File: src/hw/rtl/drc_pkg.sv
package drc_pkg;

  localparam int COORD_BITS  = 12;
  localparam int CAPACITY    = 24;
  localparam int IN_BITS     = 16;
  localparam int GAP_BITS    = 4;
  localparam int REV_BITS    = 32;
  localparam int CFG_IDX_BITS = 2;
  localparam int CFG_DATA_BITS = 12;

  localparam logic [COORD_BITS-1:0] SCREEN_WIDTH_RST  = COORD_BITS'(320);
  localparam logic [COORD_BITS-1:0] SCREEN_HEIGHT_RST = COORD_BITS'(480);
  localparam logic [GAP_BITS-1:0]   JOIN_GAP_RST      = GAP_BITS'(2);

  localparam logic [CFG_IDX_BITS-1:0] CFG_SCREEN_WIDTH  = 2'd0;
  localparam logic [CFG_IDX_BITS-1:0] CFG_SCREEN_HEIGHT = 2'd1;
  localparam logic [CFG_IDX_BITS-1:0] CFG_JOIN_GAP      = 2'd2;

  typedef enum logic [1:0] {
    ACT_RECT  = 2'd0,
    ACT_ALL   = 2'd1,
    ACT_DRAIN = 2'd2,
    ACT_CLEAR = 2'd3
  } action_t;

  typedef struct packed {
    logic [COORD_BITS-1:0] x;
    logic [COORD_BITS-1:0] y;
    logic [COORD_BITS-1:0] w;
    logic [COORD_BITS-1:0] h;
  } region_t;

  typedef struct packed {
    action_t             action;
    logic [IN_BITS-1:0]  rect_x;
    logic [IN_BITS-1:0]  rect_y;
    logic [IN_BITS-1:0]  rect_width;
    logic [IN_BITS-1:0]  rect_height;
  } cmd_t;

  typedef struct packed {
    logic [COORD_BITS-1:0] out_x;
    logic [COORD_BITS-1:0] out_y;
    logic [COORD_BITS-1:0] out_width;
    logic [COORD_BITS-1:0] out_height;
    logic                  entry_valid;
    logic                  last;
    logic [REV_BITS-1:0]   revision;
  } result_t;

endpackage

File: src/hw/rtl/drc_ram.sv
module drc_ram #(
  parameter int WIDTH = 48,
  parameter int DEPTH = 24
) (
  input  logic                                       clk,
  input  logic                                       we,
  input  logic [((DEPTH > 1) ? $clog2(DEPTH) : 1)-1:0] waddr,
  input  logic [WIDTH-1:0]                           wdata,
  input  logic [((DEPTH > 1) ? $clog2(DEPTH) : 1)-1:0] raddr,
  output logic [WIDTH-1:0]                           rdata
);

  logic [WIDTH-1:0] mem [DEPTH];

  always_ff @(posedge clk) begin
    if (we) begin
      mem[waddr] <= wdata;
    end
    rdata <= mem[raddr];
  end

endmodule

File: src/hw/rtl/dirty_rect_coalescer.sv
// invalidate rectangle: entries are scanned through the shared 12x12 multiplier and table
// read port, each merge restarts the scan, then the rectangle is appended. invalidate whole
// screen: empties the table and appends the clamped screen; clear table: accepted with busy
// staying low. drain: words go out through the table read port, last word ends busy; an
// empty table gives one word in the cycle after start. results cannot be stalled. reset
// clears count and revision and loads screen and gap defaults; table contents stay undefined
module dirty_rect_coalescer #(
  parameter int CAPACITY = drc_pkg::CAPACITY
) (
  input  logic                                clk,
  input  logic                                rst,
  input  logic                                start,
  output logic                                busy,
  input  drc_pkg::cmd_t                       cmd,
  output logic                                result_valid,
  output drc_pkg::result_t                    result,
  input  logic                                cfg_valid,
  output logic                                cfg_ready,
  input  logic [drc_pkg::CFG_IDX_BITS-1:0]    cfg_index,
  input  logic [drc_pkg::CFG_DATA_BITS-1:0]   cfg_data
);

  localparam int CB   = drc_pkg::COORD_BITS;
  localparam int IB   = drc_pkg::IN_BITS;
  localparam int AB   = 2 * CB;
  localparam int CW   = $clog2(CAPACITY + 1);
  localparam int AW   = (CAPACITY > 1) ? $clog2(CAPACITY) : 1;
  localparam int RW   = $bits(drc_pkg::region_t);

  typedef enum logic [3:0] {
    S_IDLE, S_CLAMP, S_AREA_R, S_SCAN_RD, S_BBOX, S_UAREA, S_TEST,
    S_MOVE_RD, S_MOVE_WR, S_APPEND, S_DRAIN_RD, S_DRAIN_OUT
  } state_t;

  state_t state;

  logic [CB-1:0]                 screen_width;
  logic [CB-1:0]                 screen_height;
  logic [drc_pkg::GAP_BITS-1:0]  join_gap;
  logic [drc_pkg::REV_BITS-1:0]  revision;
  logic [CW-1:0]                 count;
  logic [CW-1:0]                 idx;

  logic [IB-1:0] raw_x, raw_y, raw_w, raw_h;
  drc_pkg::region_t rect;
  drc_pkg::region_t ubox;
  logic             near;
  logic [AB-1:0]    rect_area;
  logic [AB-1:0]    entry_area;
  logic [AB-1:0]    ubox_area;
  logic [AB:0]      area_sum;

  logic             ram_we;
  logic [AW-1:0]    ram_waddr;
  logic [AW-1:0]    ram_raddr;
  logic [RW-1:0]    ram_wdata;
  logic [RW-1:0]    ram_rdata;
  drc_pkg::region_t entry;
  drc_pkg::region_t full_screen;

  assign entry       = drc_pkg::region_t'(ram_rdata);
  assign full_screen = '{x: '0, y: '0, w: screen_width, h: screen_height};
  assign busy        = (state != S_IDLE);
  assign cfg_ready   = !busy;

  drc_ram #(
    .WIDTH(RW),
    .DEPTH(CAPACITY)
  ) u_table (
    .clk  (clk),
    .we   (ram_we),
    .waddr(ram_waddr),
    .wdata(ram_wdata),
    .raddr(ram_raddr),
    .rdata(ram_rdata)
  );

  // clamp
  logic [IB:0]   clip_x1, clip_y1, sw_ext, sh_ext, clip_x1c, clip_y1c;
  logic          clip_off;
  logic [CB-1:0] clip_w, clip_h;
  logic          clip_empty;

  always_comb begin
    sw_ext     = (IB + 1)'(screen_width);
    sh_ext     = (IB + 1)'(screen_height);
    clip_x1    = {1'b0, raw_x} + {1'b0, raw_w};
    clip_y1    = {1'b0, raw_y} + {1'b0, raw_h};
    clip_x1c   = (clip_x1 > sw_ext) ? sw_ext : clip_x1;
    clip_y1c   = (clip_y1 > sh_ext) ? sh_ext : clip_y1;
    clip_off   = ({1'b0, raw_x} >= sw_ext) || ({1'b0, raw_y} >= sh_ext);
    clip_w     = CB'(clip_x1c - {1'b0, raw_x});
    clip_h     = CB'(clip_y1c - {1'b0, raw_y});
    clip_empty = clip_off || (clip_w == '0) || (clip_h == '0);
  end

  // bounding box and proximity of table entry vs rectangle
  logic [CB+1:0] ex1, ey1, rx1, ry1, gap_ext, ux1, uy1;
  logic [CB-1:0] ux0, uy0;
  logic          near_now;
  drc_pkg::region_t ubox_now;

  always_comb begin
    gap_ext  = (CB + 2)'(join_gap);
    ex1      = (CB + 2)'(entry.x) + (CB + 2)'(entry.w);
    ey1      = (CB + 2)'(entry.y) + (CB + 2)'(entry.h);
    rx1      = (CB + 2)'(rect.x) + (CB + 2)'(rect.w);
    ry1      = (CB + 2)'(rect.y) + (CB + 2)'(rect.h);
    near_now = ((CB + 2)'(entry.x) <= rx1 + gap_ext) && ((CB + 2)'(rect.x) <= ex1 + gap_ext) &&
               ((CB + 2)'(entry.y) <= ry1 + gap_ext) && ((CB + 2)'(rect.y) <= ey1 + gap_ext);
    ux0      = (entry.x < rect.x) ? entry.x : rect.x;
    uy0      = (entry.y < rect.y) ? entry.y : rect.y;
    ux1      = (ex1 > rx1) ? ex1 : rx1;
    uy1      = (ey1 > ry1) ? ey1 : ry1;
    ubox_now = '{x: ux0, y: uy0, w: CB'(ux1 - (CB + 2)'(ux0)), h: CB'(uy1 - (CB + 2)'(uy0))};
  end

  // shared multiplier
  logic [CB-1:0] mul_a, mul_b;
  logic [AB-1:0] mul_p;

  always_comb begin
    case (state)
      S_AREA_R: begin
        mul_a = rect.w;
        mul_b = rect.h;
      end
      S_BBOX: begin
        mul_a = entry.w;
        mul_b = entry.h;
      end
      default: begin
        mul_a = ubox.w;
        mul_b = ubox.h;
      end
    endcase
    mul_p = AB'(mul_a * mul_b);
  end

  // merge test: union area against floor(5/4 of the summed areas)
  logic [AB+3:0] lim5;
  logic [AB+1:0] lim;
  logic          merge;

  always_comb begin
    lim5  = {1'b0, area_sum, 2'b00} + {3'b000, area_sum};
    lim   = lim5[AB+3:2];
    merge = near && ({2'b00, ubox_area} <= lim);
  end

  logic table_full;
  assign table_full = (count == CW'(CAPACITY));

  always_comb begin
    ram_we    = 1'b0;
    ram_waddr = idx[AW-1:0];
    ram_wdata = ram_rdata;
    ram_raddr = idx[AW-1:0];
    case (state)
      S_MOVE_RD: begin
        ram_raddr = count[AW-1:0];
      end
      S_MOVE_WR: begin
        ram_we = 1'b1;
      end
      S_APPEND: begin
        ram_we    = 1'b1;
        ram_waddr = table_full ? '0 : count[AW-1:0];
        ram_wdata = table_full ? RW'(full_screen) : RW'(rect);
      end
      default: begin
      end
    endcase
  end

  always_ff @(posedge clk) begin
    if (rst) begin
      state         <= S_IDLE;
      screen_width  <= drc_pkg::SCREEN_WIDTH_RST;
      screen_height <= drc_pkg::SCREEN_HEIGHT_RST;
      join_gap      <= drc_pkg::JOIN_GAP_RST;
      revision      <= '0;
      count         <= '0;
      idx           <= '0;
      result_valid  <= 1'b0;
    end else begin
      result_valid <= (state == S_DRAIN_OUT) ||
                      ((state == S_IDLE) && start && (cmd.action == drc_pkg::ACT_DRAIN) &&
                       (count == '0));
      if (cfg_valid && cfg_ready) begin
        case (cfg_index)
          drc_pkg::CFG_SCREEN_WIDTH:  screen_width  <= CB'(cfg_data);
          drc_pkg::CFG_SCREEN_HEIGHT: screen_height <= CB'(cfg_data);
          drc_pkg::CFG_JOIN_GAP:      join_gap      <= drc_pkg::GAP_BITS'(cfg_data);
          default: begin
          end
        endcase
      end
      case (state)
        S_IDLE: begin
          if (start) begin
            idx <= '0;
            case (cmd.action)
              drc_pkg::ACT_RECT: begin
                raw_x <= cmd.rect_x;
                raw_y <= cmd.rect_y;
                raw_w <= cmd.rect_width;
                raw_h <= cmd.rect_height;
                state <= S_CLAMP;
              end
              drc_pkg::ACT_ALL: begin
                count <= '0;
                raw_x <= '0;
                raw_y <= '0;
                raw_w <= IB'(screen_width);
                raw_h <= IB'(screen_height);
                state <= S_CLAMP;
              end
              drc_pkg::ACT_DRAIN: begin
                if (count == '0) begin
                  result <= '{out_x: '0, out_y: '0, out_width: '0, out_height: '0,
                              entry_valid: 1'b0, last: 1'b1, revision: revision};
                end else begin
                  state <= S_DRAIN_RD;
                end
              end
              drc_pkg::ACT_CLEAR: begin
                count <= '0;
              end
              default: begin
              end
            endcase
          end
        end
        S_CLAMP: begin
          rect <= '{x: CB'(raw_x), y: CB'(raw_y), w: clip_w, h: clip_h};
          if (clip_empty) begin
            state <= S_IDLE;
          end else begin
            revision <= revision + 1'b1;
            state    <= S_AREA_R;
          end
        end
        S_AREA_R: begin
          rect_area <= mul_p;
          idx       <= '0;
          state     <= (count == '0) ? S_APPEND : S_SCAN_RD;
        end
        S_SCAN_RD: begin
          state <= S_BBOX;
        end
        S_BBOX: begin
          entry_area <= mul_p;
          ubox       <= ubox_now;
          near       <= near_now;
          state      <= S_UAREA;
        end
        S_UAREA: begin
          ubox_area <= mul_p;
          area_sum  <= {1'b0, entry_area} + {1'b0, rect_area};
          state     <= S_TEST;
        end
        S_TEST: begin
          if (merge) begin
            rect      <= ubox;
            rect_area <= ubox_area;
            count     <= count - 1'b1;
            state     <= S_MOVE_RD;
          end else if (idx + 1'b1 < count) begin
            idx   <= idx + 1'b1;
            state <= S_SCAN_RD;
          end else begin
            state <= S_APPEND;
          end
        end
        S_MOVE_RD: begin
          state <= S_MOVE_WR;
        end
        S_MOVE_WR: begin
          idx   <= '0;
          state <= (count == '0) ? S_APPEND : S_SCAN_RD;
        end
        S_APPEND: begin
          count <= table_full ? CW'(1) : count + 1'b1;
          state <= S_IDLE;
        end
        S_DRAIN_RD: begin
          state <= S_DRAIN_OUT;
        end
        S_DRAIN_OUT: begin
          result       <= '{out_x: entry.x, out_y: entry.y, out_width: entry.w,
                            out_height: entry.h, entry_valid: 1'b1,
                            last: (idx + 1'b1 == count), revision: revision};
          idx          <= idx + 1'b1;
          if (idx + 1'b1 == count) begin
            count <= '0;
            state <= S_IDLE;
          end else begin
            state <= S_DRAIN_RD;
          end
        end
        default: begin
          state <= S_IDLE;
        end
      endcase
    end
  end

  a_count_bound: assert property (@(posedge clk) disable iff (rst)
    count <= CW'(CAPACITY))
    else $error("entry count above capacity");

  a_last_idle: assert property (@(posedge clk) disable iff (rst)
    result_valid && result.last |-> !busy && count == '0)
    else $error("final drain word while busy or table not empty");

  a_empty_last: assert property (@(posedge clk) disable iff (rst)
    result_valid && !result.entry_valid |-> result.last)
    else $error("empty-table word without last");

  a_busy_start: assert property (@(posedge clk) disable iff (rst)
    $rose(busy) |-> $past(start))
    else $error("busy raised without start");

endmodule

File: config.mk
export PLATFORM = sky130hd
export DESIGN_NAME = dirty_rect_coalescer
export DESIGN_NICKNAME = d
export VERILOG_FILES = /design/src/hw/rtl/drc_pkg.sv /design/src/hw/rtl/drc_ram.sv /design/src/hw/rtl/dirty_rect_coalescer.sv
export SDC_FILE = /design/constraint.sdc
export NUM_CORES = 2
export LEC_CHECK = 0
export BUFFER_PORTS_ARGS = -buffer_cell sky130_fd_sc_hd__buf_4
export CELL_PAD_IN_SITES_DETAIL_PLACEMENT = 0
export CELL_PAD_IN_SITES_GLOBAL_PLACEMENT = 2
export CORE_UTILIZATION = 39
export CTS_CLUSTER_SIZE = 40
export DETAILED_ROUTE_END_ITERATION = 8
export PLACE_DENSITY_LB_ADDON = 0.25
export SYNTH_ARGS = -nofsm -noshare
export SYNTH_HDL_FRONTEND = slang
export SYNTH_HIERARCHICAL = 1
export SYNTH_SLANG_ARGS = --single-unit
File: constraint.sdc
create_clock -name clk -period 9.04 [get_ports clk]
set_input_delay 0.904 -clock clk [delete_from_list [all_inputs] [get_ports clk]]
set_output_delay 0.904 -clock clk [all_outputs]
set_load 0.02 [all_outputs]
==> results.md <==
* Commonest non-fill, non-tap cell in the layout: edfxtp_1
* Final net count at around 7k
* Yosys warnings at 6
* Sequential power share at 45.9%
* Seq/Total Area, Yosys at about three fifths
* Run status: complete, no violations
* Pwr Density at 201 nW/µm²
* Layout Skew at 0.0321 ns
* Clk slew on worst S/H paths at 0.06 ns
* Reg2reg start: raw_x[1]$_SDFFCE_PP0P_
* Crit path time final at 8.36 ns
* Max Used Layer: met5
* Number of hold buffers added after cts at 0
* Synth top area share at 55.7%
* Met2 WL post-DR at 117000 µm
* Synth Instances at 6078
* Post-CTS repair timing setup buffer count at 0
* Normalized max-slew margin at under 10%
* Hold_ws at 0.348 ns
* Setup crit start kind: flip-flop
* Final ANT Viol Nets at 0
* DP Area at 85400 µm²
* # rows at 166
* WHS Endpoint: raw_w[6]$_DFFE_PP_
* Setup TNS at 0 ns
* Hold/Removal Path Class: input pin to flip-flop
* Hold_sp: cmd[22]
* CP max FO at 24
* Chip Height at around 460 µm
* Synth top area cells: edfxtp_1 (56%), ha_1 (6.6%), mux2i_1 (4.8%), mux4_2 (3.1%), dfxtp_1 (3.1%)
* Internal at about 0.014 W
* Cell area after layout at 91500 µm²
* Initial Utilization at 39.3%
* Main flop type after synthesis: edfxtp_1
* Dpl cells at a little under 9k
* Worst setup margin at 0.678 ns
* Worst-margin pin slew at 1.44 ns
* RSZ-0062 raised after global routing: no
* IO buf count at 168
* Root Buffer: clkbuf_16
* Comb pwr share at 12.9%
* Num Clock Sinks at between 1.5k and 2k
* Max Cap Viol at 0
* Initial antenna violation count at 10
* Slowest stage delay, CP at 0.93 ns
* I/O pins at 169
* Post-Route WL at 244000 µm
* Critical Path RT at 9.76 ns
* # setup viols final at 0
* Vias per cell at 5.56
* Max frequency at about 120 MHz
* Post-synth EDFFs at 1492
* Metal3 WL at 12800 µm
* Share of cells above drive strength 1 at approximately 14%
* Post-route DRC at 0
* First-pass GRT wire length at 351000 µm
* Worst Setup End Kind: flip-flop
* GRT Util Overall at between 20 and 25%
* Routed via count at 51.0k
* Synthesis-stage register bit count at 1615
* Synth unique cells at 85
* Clk_lat worst skew at about 0.83 ns
* Sw Pwr at roughly 0.0046 W
* WL per Instance at 26.6 µm
* Cell taking the most area after synthesis: edfxtp_1
* Hold Fails Final Rpt at 0
* Synth Cell Area at between 80000 and 90000 µm²
* Die width at 456 µm
* First DRT Iteration DRCs at between 4k and 5k
* # resized after CTS at 0
* Maximum root-to-sink buffer count at 3
* GPL Wtd Cong at 0.866
* Syn_area_per_cell at 13.2 µm²
* Hold Crit Depth at 3
* Most frequent cells in the layout: edfxtp_1 (1492), nand2_1 (627), ha_1 (427)
* Worst R2R End: revision[22]$_SDFFE_PP0P_
* Core ar. at 205000 µm²
* Place WS at 0.714 ns
* Maximum VDD drop at 0.160 mV
* Synth async-reset ratio at 0%
* DIE AREA at 208000 µm²
* Largest net degree at the start of global routing at 114
* Layout area overhead at 13.9%
* Post-Layout Cell Count at around 9.2k
* Congestion Overflow GR at 0
* Pleak at 32.3 nW
* Fillers at 18.5k
* Syn Nets at 6705
* R2R depth at 29
* H-tree depth at 4
* Setup slack, reg-to-reg at 0.68 ns
* Net Sw Frac at about a quarter
* Crit path max-delay cell type: or4_2
* CTS tree: yes
* Drt pass-1 iters at 7
* CP arrival at ~9.1 ns
* Vias in the first global route at 50.3k
* DP Wirelength at 157000 µm
* TritonCTS Buffers at 175
* Slew Limit Fails at 0
* Clock share of power at approximately two fifths
* M1 WL at 107000 µm
* Kind of critical path: flip-flop to flip-flop
* Tcrit/Tclk final at ~92%
* Critical path's most frequent cell: o31a_1
[layout make-up]
class	count	area, µm²	share of cell area [%]
well taps	2688	3360	3.67
inverters	301	1130	1.24
multi-input cells	3927	31200	34.1
repair buffers	311	2410	2.63
flip-flops and latches	1615	47300	51.6
clock buffers	225	4800	5.24
clock inverters	107	1350	1.48
diodes	4	10.0	0.0109
[synthesized netlist by cell type (20+ instances only)]
library cell,count
edfxtp_1,1492
xor2_1,61
nand2b_1,40
clkbuf_1,158
mux4_2,110
dfxtp_1,123
a22oi_1,141
a21oi_1,288
o21a_1,33
nand2_1,627
o21ai_0,220
a21o_1,103
mux2_2,106
o21bai_1,20
a211oi_1,24
xnor2_1,122
nor2b_1,75
fa_1,116
buf_4,27
mux2i_1,389
and2_1,112
nor3_1,60
a31oi_1,21
nand4_1,85
nor2_1,297
nand3_1,149
or2_2,21
ha_1,427
inv_1,300
o211ai_1,23
[logic make-up (layout without fill, tap and decap cells)]
group / Yosys count / after routing / share of synthesized area, %
muxes: 613 / 613 / 9.53
DFF: 1615 / 1615 / 58.8
buffers and inverters: 536 / 944 / 2.90
AOI/OAI and AO/OA: 1024 / 1024 / 8.12
other: 0 / 4 / 0
xor gates and xnor gates: 184 / 184 / 2.02
adders and majority gates: 543 / 543 / 9.53
and+or+nand+nor: 1563 / 1563 / 9.12
[worst max-delay path, delay by kind of cell (launching register included)]
kind	cells	cell delay, ns
buffers and inverters	2	0.48
muxes	2	0.75
AOI/OAI and AO/OA	11	1.91
and+or+nand+nor	10	3.30
xor gates and xnor gates	1	0.17
DFF	1	0.47
adders and majority gates	3	1.10
[power by group through the flow]
stage	registers (W)	logic (W)	clock network, W
after floorplan	0.00856	0.00166	0
after global placement	0.00859	0.00236	0
after detailed placement	0.00859	0.00237	0
after CTS	0.00843	0.00239	0.00773
after global routing	0.00843	0.00266	0.00802
final	0.00843	0.00237	0.00758
[flip-flops by register name, indices dropped and copies added (netlist names)]
| name | flops |
|---|---|
| join_gap | 4 |
| entry_area | 24 |
| raw_y | 16 |
| result | 82 |
| screen_width | 12 |
| ubox_area | 24 |
| idx | 5 |
| revision | 32 |
| raw_h | 16 |
| state | 4 |
| u_table/rdata | 48 |
| rect_area | 24 |
| screen_height | 12 |
| near | 1 |
| raw_w | 16 |
| result_valid | 1 |
| ubox | 48 |
| area_sum | 25 |
| raw_x | 16 |
| count | 5 |
| rect | 48 |
| u_table/mem | 1152 |
[how the worst max path moves through the flow]
stage | startpoint | to | slack [ns] | cells past startpoint
finish | raw_x[1]$_SDFFCE_PP0P_ | revision[22]$_SDFFE_PP0P_ | 0.68 | 29
global route | raw_x[1]$_SDFFCE_PP0P_ | revision[22]$_SDFFE_PP0P_ | 0.13 | 29
CTS | raw_x[1]$_SDFFCE_PP0P_ | revision[31]$_SDFFE_PP0P_ | 0.68 | 27
detailed placement | raw_x[1]$_SDFFCE_PP0P_ | revision[22]$_SDFFE_PP0P_ | 0.71 | 27
global placement | raw_x[1]$_SDFFCE_PP0P_ | revision[31]$_SDFFE_PP0P_ | 0.74 | 27
floorplan | raw_x[0]$_SDFFCE_PP0P_ | revision[20]$_SDFFE_PP0P_ | 1.74 | 33
[stage by stage]
step	total power (W)	util (%)
6_report	0.0184	44.7
5_1_grt	0.0191	44.7
4_1_cts	0.0186	44.7
3_5_place_dp	0.0110	41.7
3_3_place_gp	0.0109	41.7
2_1_floorplan	0.0102	-
[per-layer routing]
layer,global-route usage [%],vias to the layer above
li1,-,23300
met1,31.6,26000
met2,38.2,1441
met3,2.95,293
met4,7.16,2
met5,0,-
(Power assumes the default switching activity.)
